## src/hdl/vvt_pkg.sv

```systemverilog
// ----------------------------------------------------------------------------
// vvt_pkg
// Shared types and constants for the version vector table: command codes,
// status codes and the transaction token that walks the row of entry cells.
// ----------------------------------------------------------------------------
package vvt_pkg;

    localparam int TABLE_ENTRIES = 32;
    localparam int CNT_W         = $clog2(TABLE_ENTRIES + 1);
    localparam int WORD_W        = 64;
    localparam int STATUS_W      = 3;

    typedef enum logic [1:0] {
        CMD_MERGE = 2'd0,
        CMD_QUERY = 2'd1,
        CMD_CLEAR = 2'd2,
        CMD_NONE  = 2'd3
    } cmd_t;

    localparam logic [STATUS_W-1:0] ST_MERGED   = 3'd0;
    localparam logic [STATUS_W-1:0] ST_APPENDED = 3'd1;
    localparam logic [STATUS_W-1:0] ST_FULL     = 3'd2;
    localparam logic [STATUS_W-1:0] ST_QUERY    = 3'd3;
    localparam logic [STATUS_W-1:0] ST_CLEARED  = 3'd4;

    // Payload of a token as it moves from cell to cell
    typedef struct packed {
        cmd_t              cmd;
        logic [WORD_W-1:0] key_upper;
        logic [WORD_W-1:0] key_lower;
        logic [WORD_W-1:0] low;
        logic [WORD_W-1:0] high;
        logic              last;
        logic [CNT_W-1:0]  count;     // fill count seen when the item entered
        logic              hit;       // a valid entry matched the key
        logic              appended;  // the item was written into a free cell
        logic [WORD_W-1:0] hit_high;  // stored high of the matching entry
    } token_data_t;

    typedef struct packed {
        logic        valid;
        token_data_t data;
    } token_t;

endpackage

```

## src/hdl/vvt_cell.sv

```systemverilog
// ----------------------------------------------------------------------------
// vvt_cell
// One table entry. Matches the passing token against its key, merges or
// takes the append, and hands the token, registered, to the next cell.
// ----------------------------------------------------------------------------
module vvt_cell
    import vvt_pkg::*;
(
    input  logic             clk,
    input  logic             rst_n,
    input  logic [CNT_W-1:0] idx,
    input  token_t           tok_in,
    output token_t           tok_out
);

    logic [WORD_W-1:0] key_upper_reg;
    logic [WORD_W-1:0] key_lower_reg;
    logic [WORD_W-1:0] low_reg;
    logic [WORD_W-1:0] high_reg;
    logic              tok_valid_reg;
    token_data_t       tok_data_reg;
    token_data_t       tok_data_next;

    logic entry_live;
    logic match;
    logic do_merge;
    logic do_append;

    // Entry is live only below the fill count carried by the token
    assign entry_live = (idx < tok_in.data.count);
    assign match      = tok_in.valid && entry_live && !tok_in.data.hit
                        && (key_upper_reg == tok_in.data.key_upper)
                        && (key_lower_reg == tok_in.data.key_lower);
    assign do_merge   = match && (tok_in.data.cmd == CMD_MERGE);
    assign do_append  = tok_in.valid && (tok_in.data.cmd == CMD_MERGE)
                        && !tok_in.data.hit && (idx == tok_in.data.count);

    always_comb
    begin
        tok_data_next = tok_in.data;
        if (match)
        begin
            tok_data_next.hit      = 1'b1;
            tok_data_next.hit_high = high_reg;
        end
        if (do_append)
        begin
            tok_data_next.appended = 1'b1;
        end
    end

    always_ff @(posedge clk)
    begin
        if (do_append)
        begin
            key_upper_reg <= tok_in.data.key_upper;
            key_lower_reg <= tok_in.data.key_lower;
            low_reg       <= tok_in.data.low;
            high_reg      <= tok_in.data.high;
        end
        else if (do_merge)
        begin
            if (tok_in.data.low < low_reg)
            begin
                low_reg <= tok_in.data.low;
            end
            if (tok_in.data.high > high_reg)
            begin
                high_reg <= tok_in.data.high;
            end
        end
    end

    always_ff @(posedge clk or negedge rst_n)
    begin
        if (!rst_n)
        begin
            tok_valid_reg <= 1'b0;
        end
        else
        begin
            tok_valid_reg <= tok_in.valid;
        end
    end

    always_ff @(posedge clk)
    begin
        tok_data_reg <= tok_data_next;
    end

    assign tok_out.valid = tok_valid_reg;
    assign tok_out.data  = tok_data_reg;

endmodule

```

## config.mk

```make
export PLATFORM = sky130hd
export DESIGN_NAME = vvt_cell
export DESIGN_NICKNAME = d
export VERILOG_FILES = /design/src/hdl/vvt_pkg.sv /design/src/hdl/vvt_cell.sv
export SDC_FILE = /design/constraint.sdc
export NUM_CORES = 1
export LEC_CHECK = 0
export BUFFER_PORTS_ARGS = -buffer_cell sky130_fd_sc_hd__clkbuf_2
export CAP_MARGIN = 25
export CORE_AREA = 2 2 262 264
export DETAILED_ROUTE_END_ITERATION = 7
export DIE_AREA = 0 0 264 266
export GPL_ROUTABILITY_DRIVEN = 0
export PLACE_DENSITY = 0.45
export SETUP_SLACK_MARGIN = 0.15
export SYNTH_ARGS = -nofsm -noshare
export SYNTH_HDL_FRONTEND = slang
export SYNTH_SLANG_ARGS = --single-unit
```

## constraint.sdc

```tcl
create_clock -name clk -period 13 [get_ports clk]
set_clock_uncertainty 0.05 [all_clocks]
set_input_delay 1.3 -clock clk [delete_from_list [all_inputs] [get_ports clk]]
set_output_delay 1.3 -clock clk [all_outputs]
set_load 0.005 [all_outputs]
```

==> run_results.csv <==
group,metric,value,unit
outcome,status,"completed",
pwr,pwr_density_cell,157,mW/mm2
global_routing,grt_pass1_wl,70300,um
place,port_buffers,671,
clock_tree,clk_pin_slew,0.06,ns
critical_path,cp_num_buf_inv,4,
timing,worst_slew_pin_slew,0.903,ns
yosys,async_reset_ff_share,0.191,%
critical_path,start_kind,"primary input",
yosys,synth_top_area_cell,"dfxtp_1",
clock_tree,post_cts_buffers,0,
global_routing,grt_use_total,13.3,%
hold_path,hold_path_class,"primary input to asynchronous set/reset pin",
timing,fin_setup_tns,0,ns
floorplan,core_area,0.0677,mm2
yosys,synth_top_cells_by_count,"dfxtp_1 (331), edfxtp_1 (192), inv_1 (113)",
critical_path,crit_path_max_incr_delay,0.65,ns
route,viasPerCell,3.94,
critical_path,path_cells,"clkbuf_2 -> inv_1 -> ha_1 -> nand2_1 -> o2111ai_1 -> a2111oi_0 -> nand4_1 -> nor4_1 -> o2111a_2 -> buf_4 -> buf_4 -> mux2_2",
timing,fmax,221,MHz
timing,rsz0062_at_grt,"false",
finish,final_net_count,2207,
critical_path,worstSetupPathType,"primary input to flop",
pwr,p_leak,0.0105,uW
yosys,avgSynthCellArea,15.7,um2
floorplan,die_area,0.0702,mm2
finish,largest_register_ffs,331,
yosys,synthMostInstantiatedCell,"dfxtp_1",
critical_path,critPathMaxFanout,35,
global_routing,first_global_vias,11300,
yosys,syn_area,0.0168,mm2
clock_tree,clock_tree.root_cell,"clkbuf_16",
floorplan,die_w,264,um
place,hpwl,39100,um
timing,slew_headroom,39.8,%
finish,drive_above_1_share,45.8,%
global_routing,antenna_found_initial,3,
timing,hold_viol_final,0,
timing,worst_slack,8.47,ns
clock_tree,post_cts_resized,0,
clock_tree,hold_buffers,0,
place,dp_slack,7.76,ns
timing,setup_viol,0,
floorplan,rows,96,
place,dp_cells,2620,
finish,utilization,34.2,%
route,dr.pass1.iters,4,
timing,min_period,4.53,ns
route,route.detailed.drc,0,
route,dr.first_iter.drc_count,463,
route,route.antenna.remaining_nets,0,
critical_path,setup.worst_path.end_class,"flop",
clock_tree,clock_path_buffers,3,
clock_tree,clock_sinks,524,
timing,fin_crit_sh,34.9,%
critical_path,cp_common_cell,"buf_4",
finish,syn_to_final_growth,38.2,%
yosys,synth.top_cell.area_share,39.5,%
critical_path,cpMaxStageDelayCell,"buf_4",
flow_run,cap_viol_max_count,0,
timing,slew_viol_final,0,
floorplan,die_y,266,um
yosys,ys_warn_count,0,
global_routing,grt_max_degree,68,
pwr,peakVddDrop,0.0998,mV
yosys,ys_seq_area_share,74.1,%
route,wire_per_inst,18.0,um
clock_tree,cts_made_buffers,57,
finish,final_cell_count_no_fill,2730,
yosys,synth_edf_count,192,
global_routing,gr-total-overflow,0,
yosys,synth_area_leaders,"dfxtp_1 (40%), edfxtp_1 (34%), ha_1 (5.2%)",
critical_path,crit_required,13.43,ns
critical_path,arrival,4.97,ns
clock_tree,clk_latency,0.61,ns
yosys,syn-instance-count,1068,
floorplan,start_util,24.7,%
yosys,syn_nets,1478,
clock_tree,h-tree-depth,2,
yosys,synth_seq_cells,524,
route,wirelength,49200,um
floorplan,ios,672,
critical_path,cpLargestDelayFamily,"buffers and inverters",
yosys,yosysUniqueCellTypes,48,
route,vias,10800,
yosys,ys.flop_type,"dfxtp_1",
clock_tree,cts_tree,"done",
## worst paths after layout
kind | startpoint | end | slack (ns) | cells past startpoint
min in group clk | high_reg[25]$_DFFE_PP_ | tok_out[25]$_DFF_P_ | 0.45 | 1
max in group asynchronous | rst_n | tok_valid_reg$_DFF_PN0_ | 12.42 | 1
worst min register to register | high_reg[25]$_DFFE_PP_ | tok_out[25]$_DFF_P_ | 0.45 | 1
worst min-delay path | rst_n | tok_valid_reg$_DFF_PN0_ | 0.40 | 1
worst max-delay path | tok_in[71] | tok_out[3]$_DFF_P_ | 8.47 | 12
worst max register to register | high_reg[61]$_DFFE_PP_ | high_reg[54]$_DFFE_PP_ | 9.08 | 11
## metrics by stage
step           hold WS, ns  total power (uW)  instance area, um2
4_1_cts              0.347              3710               23200
3_5_place_dp         0.441              2020               21200
5_1_grt              0.351              3790               23200
3_3_place_gp         0.441              2020               21200
6_report             0.396              3650               23200
2_1_floorplan        0.425              1860               16800
## cell families after synthesis
group / count (synthesis) / share of synthesized area [%]
DFF: 524 / 74.1
buffers and inverters: 121 / 3.34
and+or+nand+nor: 105 / 3.55
AOI/OAI and AO/OA: 98 / 3.93
xor gates and xnor gates: 86 / 4.49
adders and majority gates: 70 / 5.22
muxes: 64 / 5.40
## placed cells by master, fill, tap and decap left out, types with 21 or more instances in the layout
| cell | count |
|---|---|
| a21oi_1 | 33 |
| nand4_1 | 25 |
| inv_1 | 113 |
| ha_1 | 70 |
| dfxtp_1 | 331 |
| mux2_4 | 49 |
| clkbuf_2 | 671 |
| nor4_1 | 21 |
| clkbuf_16 | 63 |
| xnor2_1 | 38 |
| nand2_1 | 22 |
| xor2_1 | 48 |
| edfxtp_1 | 192 |
## final cells by class
type	instances	area (um2)
clock inverters	21	206
inverters	113	424
flip-flops and latches	524	12400
repair buffers	678	3410
clock buffers	87	1790
fillers	6834	44600
well taps	882	1100
diodes	2	5.00
multi-input cells	423	3810
## where the power goes
part	internal, uW	total [uW]	switching [uW]
Sequential	1750	1770	15.4
Clock	995	1670	671
Combinational	104	211	107
## layer usage
metal | GRT usage [%] | share of wire (%)
met1 | 16.0 | 41
met2 | 23.7 | 52
met3 | 2.98 | 5.4
met4 | 3.89 | 1.9
met5 | 0 | 0.026
(Power assumes the default switching activity.)
